$ cat src/q3k_pkg.sv
// Shared types and constants for the Q3_K superblock dequantizer.
// Used by the controller, the datapath and the top level. No dependencies.
`default_nettype none

package q3k_pkg;

    // Superblock byte layout.
    localparam int unsigned BLOCK_LEN = 110;
    localparam int unsigned OFF_QS    = 32;
    localparam int unsigned OFF_SC    = 96;
    localparam int unsigned OFF_D     = 108;
    localparam int unsigned NUM_SC    = 12;
    localparam int unsigned MEM_DEPTH = 96;
    localparam int unsigned MEM_AW    = 7;

    // Item function codes.
    localparam logic FUNC_LOAD    = 1'b0;
    localparam logic FUNC_DEQUANT = 1'b1;

    typedef struct packed {
        logic       func;
        logic [6:0] byte_offset;
        logic [7:0] byte_value;
        logic [7:0] element_index;
    } req_t;

    typedef struct packed {
        logic [31:0]       value_bits;
        logic signed [8:0] weight_int;
    } rsp_t;

    typedef enum logic [1:0] {
        ST_IDLE,
        ST_FETCH,
        ST_MUL,
        ST_NORM
    } state_t;

    // Commands from the controller to the datapath.
    typedef struct packed {
        logic accept;
        logic calc_en;
        logic mul_en;
        logic out_load;
    } cmd_t;

endpackage

`default_nettype wire

$ cat src/q3k_block_dequantizer_unit.sv
// Top level of the Q3_K superblock dequantizer.
// Depends on q3k_pkg, q3k_ctrl and q3k_dp.
//
// Usage: the request channel (req_valid, req_stall, req) carries load and
// dequantize items. A load writes one byte of the 110-byte superblock and
// gives no result; a load beyond offset 109 is ignored. Loads are taken one
// per cycle while the controller is idle. A dequantize item returns one
// result item on the response channel (rsp_valid, rsp_stall, rsp) with the
// float32 weight bits and the 9-bit integer weight. It passes through fetch,
// scale decode, a multiply and float packing, sequenced through the controller
// states ST_FETCH, ST_MUL and ST_NORM, and the request channel stays stalled
// until the controller is back in ST_IDLE, so no new item is taken before the
// last dequantize is through. A result waiting in the output register does
// not stall requests unless a new result needs that register; then the
// packing stage holds until the receiver drops rsp_stall. Reset clears the
// controller and the output valid flag; the block bytes are undefined until
// loaded and must all be loaded before any element is read.
`default_nettype none

module q3k_block_dequantizer_unit
(
    input  wire logic          clk,
    input  wire logic          rst_n,
    input  wire logic          req_valid,
    output logic               req_stall,
    input  wire q3k_pkg::req_t req,
    output logic               rsp_valid,
    input  wire logic          rsp_stall,
    output q3k_pkg::rsp_t      rsp
);
    import q3k_pkg::*;

    cmd_t cmd;

    q3k_ctrl u_ctrl
    (
        .clk       (clk),
        .rst_n     (rst_n),
        .req_valid (req_valid),
        .req_func  (req.func),
        .req_stall (req_stall),
        .rsp_valid (rsp_valid),
        .rsp_stall (rsp_stall),
        .cmd       (cmd)
    );

    q3k_dp u_dp
    (
        .clk (clk),
        .cmd (cmd),
        .req (req),
        .rsp (rsp)
    );

endmodule

`default_nettype wire

$ cat src/q3k_ctrl.sv
// Controller state machine for the Q3_K dequantizer.
// Depends on q3k_pkg; sequences the datapath stages and owns both handshakes.
`default_nettype none

module q3k_ctrl
(
    input  wire logic          clk,
    input  wire logic          rst_n,
    input  wire logic          req_valid,
    input  wire logic          req_func,
    output logic               req_stall,
    output logic               rsp_valid,
    input  wire logic          rsp_stall,
    output q3k_pkg::cmd_t      cmd
);
    import q3k_pkg::*;

    state_t state_reg;
    state_t state_next;
    logic   out_valid_reg;
    logic   out_valid_next;
    logic   out_free;

    // The output register can be refilled when empty or being drained.
    assign out_free = !out_valid_reg || !rsp_stall;

    // Next-state logic.
    always_comb
    begin
        state_next = state_reg;
        case (state_reg)
            ST_IDLE:
            begin
                if (req_valid && req_func == FUNC_DEQUANT)
                begin
                    state_next = ST_FETCH;
                end
            end
            ST_FETCH: state_next = ST_MUL;
            ST_MUL:   state_next = ST_NORM;
            ST_NORM:
            begin
                if (out_free)
                begin
                    state_next = ST_IDLE;
                end
            end
            default:  state_next = ST_IDLE;
        endcase
    end

    // Output and command logic.
    always_comb
    begin
        req_stall    = 1'b1;
        cmd.accept   = 1'b0;
        cmd.calc_en  = 1'b0;
        cmd.mul_en   = 1'b0;
        cmd.out_load = 1'b0;
        case (state_reg)
            ST_IDLE:
            begin
                req_stall  = 1'b0;
                cmd.accept = req_valid;
            end
            ST_FETCH: cmd.calc_en = 1'b1;
            ST_MUL:   cmd.mul_en  = 1'b1;
            ST_NORM:  cmd.out_load = out_free;
            default:  req_stall = 1'b1;
        endcase
    end

    // The result valid flag follows loads and drains of the output register.
    always_comb
    begin
        out_valid_next = out_valid_reg;
        if (cmd.out_load)
        begin
            out_valid_next = 1'b1;
        end
        else if (out_valid_reg && !rsp_stall)
        begin
            out_valid_next = 1'b0;
        end
    end

    always_ff @(posedge clk or negedge rst_n)
    begin
        if (!rst_n)
        begin
            state_reg     <= ST_IDLE;
            out_valid_reg <= 1'b0;
        end
        else
        begin
            state_reg     <= state_next;
            out_valid_reg <= out_valid_next;
        end
    end

    assign rsp_valid = out_valid_reg;

endmodule

`default_nettype wire

$ cat src/q3k_dp.sv
// Datapath of the Q3_K dequantizer: block storage, scale decode, multiply, float pack.
// Depends on q3k_pkg; driven by commands from q3k_ctrl.
`default_nettype none

module q3k_dp
(
    input  wire logic          clk,
    input  wire q3k_pkg::cmd_t cmd,
    input  wire q3k_pkg::req_t req,
    output q3k_pkg::rsp_t      rsp
);
    import q3k_pkg::*;

    // Mask and quant bytes live in a memory; scales and the fp16 scale in registers.
    logic [7:0]  mem [MEM_DEPTH];
    logic [7:0]  sc_reg [NUM_SC];
    logic [15:0] d_reg;

    logic [7:0]  mask_rd_reg;
    logic [7:0]  qs_rd_reg;
    logic        n_reg;
    logic [1:0]  j_reg;
    logic        lh_reg;

    logic [MEM_AW-1:0] qs_addr;
    logic [5:0]  sub [16];
    logic [3:0]  is_sel;
    logic signed [6:0] sc_c;
    logic signed [3:0] qc_c;
    logic [1:0]  q_c;
    logic        hb_c;
    logic signed [8:0] w_c;

    logic signed [8:0] w_reg;
    logic        sign_reg;
    logic [7:0]  mag_reg;
    logic        sign2_reg;
    logic        zero_reg;
    logic [18:0] prod_reg;
    logic [7:0]  base_reg;
    logic signed [8:0] w2_reg;
    rsp_t        out_reg;

    logic        hs;
    logic [4:0]  he;
    logic [9:0]  hm;
    logic [10:0] mant;
    logic [4:0]  p_c;
    logic [41:0] shifted;
    logic [31:0] bits_c;

    assign hs = d_reg[15];
    assign he = d_reg[14:10];
    assign hm = d_reg[9:0];
    assign mant = (he == 5'd0) ? {1'b0, hm} : {1'b1, hm};

    assign qs_addr = MEM_AW'(OFF_QS) + {1'b0, req.element_index[7], req.element_index[4:0]};

    // Memory write on loads and registered reads on dequantize items.
    always_ff @(posedge clk)
    begin
        if (cmd.accept)
        begin
            if (req.func == FUNC_LOAD)
            begin
                if (req.byte_offset < MEM_AW'(OFF_SC))
                begin
                    mem[req.byte_offset] <= req.byte_value;
                end
            end
            else
            begin
                mask_rd_reg <= mem[{2'b00, req.element_index[4:0]}];
                qs_rd_reg   <= mem[qs_addr];
            end
        end
    end

    // Scale and fp16 registers take their loads.
    always_ff @(posedge clk)
    begin
        if (cmd.accept && req.func == FUNC_LOAD)
        begin
            for (int k = 0; k < NUM_SC; k++)
            begin
                if (req.byte_offset == MEM_AW'(OFF_SC + k))
                begin
                    sc_reg[k] <= req.byte_value;
                end
            end
            if (req.byte_offset == MEM_AW'(OFF_D))
            begin
                d_reg[7:0] <= req.byte_value;
            end
            if (req.byte_offset == MEM_AW'(OFF_D + 1))
            begin
                d_reg[15:8] <= req.byte_value;
            end
        end
    end

    // Element coordinates for the following stages.
    always_ff @(posedge clk)
    begin
        if (cmd.accept)
        begin
            n_reg  <= req.element_index[7];
            j_reg  <= req.element_index[6:5];
            lh_reg <= req.element_index[4];
        end
    end

    // All sixteen 6-bit sub-block scales unpacked from fixed byte positions.
    always_comb
    begin
        for (int k = 0; k < 4; k++)
        begin
            sub[k]      = {sc_reg[k + 8][1:0], sc_reg[k][3:0]};
            sub[k + 4]  = {sc_reg[k + 8][3:2], sc_reg[k + 4][3:0]};
            sub[k + 8]  = {sc_reg[k + 8][5:4], sc_reg[k][7:4]};
            sub[k + 12] = {sc_reg[k + 8][7:6], sc_reg[k + 4][7:4]};
        end
    end

    // Center the scale and quant and form the integer weight.
    assign is_sel = {n_reg, j_reg, lh_reg};
    assign sc_c   = $signed({1'b0, sub[is_sel]}) - 7'sd32;
    assign q_c    = 2'(qs_rd_reg >> {j_reg, 1'b0});
    assign hb_c   = mask_rd_reg[{n_reg, j_reg}];
    assign qc_c   = $signed({2'b00, q_c}) - (hb_c ? 4'sd0 : 4'sd4);
    assign w_c    = 9'(sc_c) * 9'(qc_c);

    always_ff @(posedge clk)
    begin
        if (cmd.calc_en)
        begin
            w_reg    <= w_c;
            sign_reg <= hs ^ sc_c[6] ^ qc_c[3];
            mag_reg  <= w_c[8] ? 8'(-w_c) : w_c[7:0];
        end
    end

    // Mantissa times integer magnitude; exact in 19 bits.
    always_ff @(posedge clk)
    begin
        if (cmd.mul_en)
        begin
            prod_reg  <= 19'(mant) * 19'(mag_reg);
            zero_reg  <= (mag_reg == 8'd0);
            sign2_reg <= sign_reg;
            w2_reg    <= w_reg;
            base_reg  <= (he == 5'd0) ? 8'd103 : 8'({3'b000, he} + 8'd102);
        end
    end

    // Leading-one position of the product.
    always_comb
    begin
        p_c = 5'd0;
        for (int b = 1; b < 19; b++)
        begin
            if (prod_reg[b])
            begin
                p_c = 5'(b);
            end
        end
    end

    assign shifted = {23'd0, prod_reg} << (5'd23 - p_c);

    // Float32 packing with NaN, infinity and signed zero handling.
    always_comb
    begin
        if (he == 5'd31)
        begin
            if (hm != 10'd0)
            begin
                bits_c = {hs, 8'hFF, 1'b1, hm[8:0] , 13'd0} | {9'd0, hm[9], 22'd0};
            end
            else if (zero_reg)
            begin
                bits_c = 32'h7FC0_0000;
            end
            else
            begin
                bits_c = {sign2_reg, 8'hFF, 23'd0};
            end
        end
        else if (prod_reg == 19'd0)
        begin
            bits_c = {sign2_reg, 31'd0};
        end
        else
        begin
            bits_c = {sign2_reg, 8'(base_reg + {3'b000, p_c}), shifted[22:0]};
        end
    end

    always_ff @(posedge clk)
    begin
        if (cmd.out_load)
        begin
            out_reg.value_bits <= bits_c;
            out_reg.weight_int <= w2_reg;
        end
    end

    assign rsp = out_reg;

endmodule

`default_nettype wire

$ cat config.mk
export PLATFORM = sky130hd
export DESIGN_NAME = q3k_block_dequantizer_unit
export DESIGN_NICKNAME = d
export VERILOG_FILES = /design/src/q3k_pkg.sv /design/src/q3k_block_dequantizer_unit.sv /design/src/q3k_ctrl.sv /design/src/q3k_dp.sv
export SDC_FILE = /design/constraint.sdc
export NUM_CORES = 1
export LEC_CHECK = 0
export ABC_AREA = 1
export ABC_CLOCK_PERIOD_IN_PS = 5400
export BUFFER_PORTS_ARGS = -buffer_cell sky130_fd_sc_hd__buf_2
export CAP_MARGIN = 5
export CELL_PAD_IN_SITES_DETAIL_PLACEMENT = 1
export CELL_PAD_IN_SITES_GLOBAL_PLACEMENT = 1
export CORE_MARGIN = 10
export CORE_UTILIZATION = 45
export CTS_BUF_LIST = sky130_fd_sc_hd__clkbuf_2
export DETAILED_ROUTE_END_ITERATION = 7
export MAX_ROUTING_LAYER = met4
export PLACE_DENSITY = 0.77
export SLEW_MARGIN = 15
export SYNTH_ARGS = -nofsm -noshare
export SYNTH_HDL_FRONTEND = slang
export SYNTH_SLANG_ARGS = --single-unit
$ cat constraint.sdc
create_clock -name clk -period 5.4 [get_ports clk]
set_input_delay 1.08 -clock clk [delete_from_list [all_inputs] [get_ports clk]]
set_output_delay 1.08 -clock clk [all_outputs]
set_load 0.01 [all_outputs]
==> results.py <==
metrics = {
    "global_route": {
        "grt_util_all_layers_pct": 22.91,
        "grt_pass1_wl_um": 192300,
        "overflow": 0,
        "antenna_found_initial": 5,
        "grt_max_degree": 122,
        "grt_pass1_vias": 32220,
    },
    "layout": {
        "largest_reg_flops": 768,
        "fin_nets": 3942,
        "design_area_um2": 47790,
        "drive_gt1_share_pct": 13.32,
        "finalNonFillerCells": 5238,
        "area_delta_synth_final_pct": 9.134,
    },
    "synth": {
        "synth_area_leaders": "edfxtp_1, o21ai_0, nor2_1",
        "synth.most_common_cell": "edfxtp_1",
        "synthFlopType": "edfxtp_1",
        "synth_edf_count": 996,
        "syn-cell-area_um2": 43790,
        "syn_inst": 3614,
        "yosys-top-cells-count": "edfxtp_1, nor2_1, o21ai_0",
        "synth.avg_cell_area_um2": 12.12,
        "yosysTopAreaCellShare_pct": 68.30,
        "ys_types": 49,
        "seq_area_frac_synth_pct": 68.47,
        "yosys_warnings": 0,
        "ys_ff_latch": 999,
        "synthArstFlopShare_pct": 0.3003,
        "synth_top_area_cell": "edfxtp_1",
    },
    "detailed_routing": {
        "drtPass1Iterations": 5,
        "vias_per_cell": 5.812,
        "via_count": 30440,
        "post_drt_wl_per_cell_um": 24.11,
        "post-route-drc-count": 0,
        "drt_iter0_markers": 2999,
        "antenna_left": 0,
        "wirelength_um": 126300,
    },
    "timing": {
        "finalHoldViolCount": 0,
        "drv_slew": 0,
        "setup_tns_ps": 0,
        "postLayoutSetupSlackWorst_ps": 297.1,
        "fin_crit_sh_pct": 94.50,
        "fin_crit_ps": 5103,
        "max_freq_ghz": 0.1960,
        "worst_pin_slew_ps": 962.7,
        "skew_ps": 116.9,
        "grt_setup_unrepaired": "false",
        "final-setup-viol-count": 0,
        "max-slew-margin-rel_pct": 35.82,
    },
    "placed_design": {
        "dpl.cell_count": 4807,
        "dpl-instance-area_um2": 45490,
        "place_ws_ps": 230.1,
        "place.gp.congestion": 0.8391,
        "dp_hpwl_um": 78730,
        "port_buffers": 70,
    },
    "cts": {
        "cts_tree": "done",
        "clock_latency_ps": 1550,
        "htree_levels": 4,
        "clockBufferDepth": 3,
        "postCtsResizedCells": 0,
        "numCtsBuffers": 236,
        "cts.sinks": 999,
        "clkTransAtPathRegs_ps": 110,
        "clockRootBuffer": "clkbuf_2",
    },
    "die": {
        "die_area_um2": 110200,
        "rows": 114,
        "fp.dieH_um": 332.0,
        "initial_core_util_pct": 45.35,
        "die_width_um": 332.0,
        "core_area_um2": 96570,
        "io_pins": 71,
    },
    "power_and_ir_drop": {
        "max-vdd-ir-drop_uv": 664.6,
        "leakage_nw": 17.25,
        "totalPowerFinal_mw": 23.12,
        "power_density_nw_per_um2": 483.7,
    },
    "critical_path": {
        "path_class": "flip-flop to flip-flop",
        "worstSetupStartpointType": "flip-flop",
        "path_max_fanout": 12,
        "crit_path_end_kind": "flip-flop",
        "cp.arrival_ps": 6380,
        "worstPathRequired_ps": 6680,
    },
    "run": {
        "drv_cap": 0,
    },
    "min_path": {
        "hold_path.class": "input port to flip-flop",
    },
    "run_status": {
        "status": "finished, final reports clean",
    },
}
[cell type report]
class / instances / area, µm²
Timing Repair Buffer: 145 / 1117
Fill cell: 10240 / 48770
Antenna cell: 5 / 12.51
Sequential cell: 999 / 29980
Clock buffer: 341 / 1707
Inverter: 249 / 945.9
Clock inverter: 71 / 432.9
Tap cell: 1276 / 1597
Multi-Input combinational cell: 2152 / 12000
[power by group]
group / internal, mW / switching, mW
registers: 9.52 / 0.272
logic: 3.06 / 5.29
clock network: 1.91 / 3.07
[cell families after synthesis]
group | after synthesis | synth area share [%]
compound gates | 863 | 11.32
xor+xnor | 34 | 0.6972
fa+ha+maj | 131 | 4.891
buf+inv | 467 | 4.203
flops | 999 | 68.47
mux | 24 | 0.5486
other cells | 1 | 0.008563
simple gates | 1095 | 9.863
[worst paths after layout]
check                                     startpoint                              end  slack, ps  cells past startpoint
max in group asynchronous                      rst_n     u_ctrl.rsp_valid$_DFFE_PN0P_       4690                      3
max                        u_dp.mag_reg[5]$_DFFE_PN_      u_dp.prod_reg[18]$_DFFE_PP_        300                     21
min reg2reg                 u_dp.w2_reg[0]$_DFFE_PP_            u_dp.rsp[0]$_DFFE_PP_        380                      0
min in group asynchronous                      rst_n  u_ctrl.state_reg[1]$_DFFE_PN0P_        450                      3
min                                          req[14]        u_dp.mem[74][6]$_DFFE_PP_        140                      1
max reg2reg                u_dp.mag_reg[5]$_DFFE_PN_      u_dp.prod_reg[18]$_DFFE_PP_        300                     21
[metal layers]
layer | routed length, µm | track usage [%] | vias to the layer above
li1 | - | - | 13440
met1 | 51370 | 28.61 | 15440
met2 | 61760 | 37.13 | 1298
met3 | 9514 | 4.503 | 259
met4 | 3624 | 7.935 | 0
met5 | 0 | - | -
[cells in the final DEF, fill, tap and decap left out, types with 36 or more instances in the layout]
cell type / netlist / layout
ha_1: 64 / 63
clkbuf_2: 0 / 341
nand3_1: 114 / 114
clkinv_1: 4 / 46
nand2_1: 300 / 300
edfxtp_1: 996 / 996
fa_1: 67 / 67
o21ai_0: 510 / 510
inv_1: 240 / 239
o22ai_1: 162 / 162
buf_4: 4 / 65
buf_2: 33 / 59
nor2_1: 654 / 654
o221ai_1: 56 / 56
o211ai_1: 36 / 36
a21oi_1: 52 / 51
[worst max-delay path: stages (launching register included)]
cell	delay, ps
edfxtp_1	630
nand2_1	130
inv_1	70
fa_1	540
inv_1	60
fa_1	490
inv_1	50
fa_1	500
fa_1	430
ha_1	360
nand2_1	90
inv_1	60
nand4_1	90
o211ai_1	150
a21oi_1	110
o21ai_0	270
a21boi_0	210
o21ai_0	290
a21oi_1	110
nor2_1	100
nor2_1	50
xor2_1	140
[through the flow]
| stage | hold slack [ps] | util [%] |
|---|---|---|
| CTS | 1.111 | 49.41 |
| finish | 142.1 | 49.49 |
| global placement | 401.9 | 47.11 |
| global route | 85.23 | 49.49 |
| floorplan | 400.3 | - |
| detailed placement | 406.3 | 47.11 |
[repair_timing]
item                                   4_1_cts  5_1_grt
buffers inserted                             0        5
setup endpoints to repair                    0        4
endpoints found under the hold margin       29        0
hold buffers                                 8        0
Note: power is estimated with default switching activity, not from simulation.
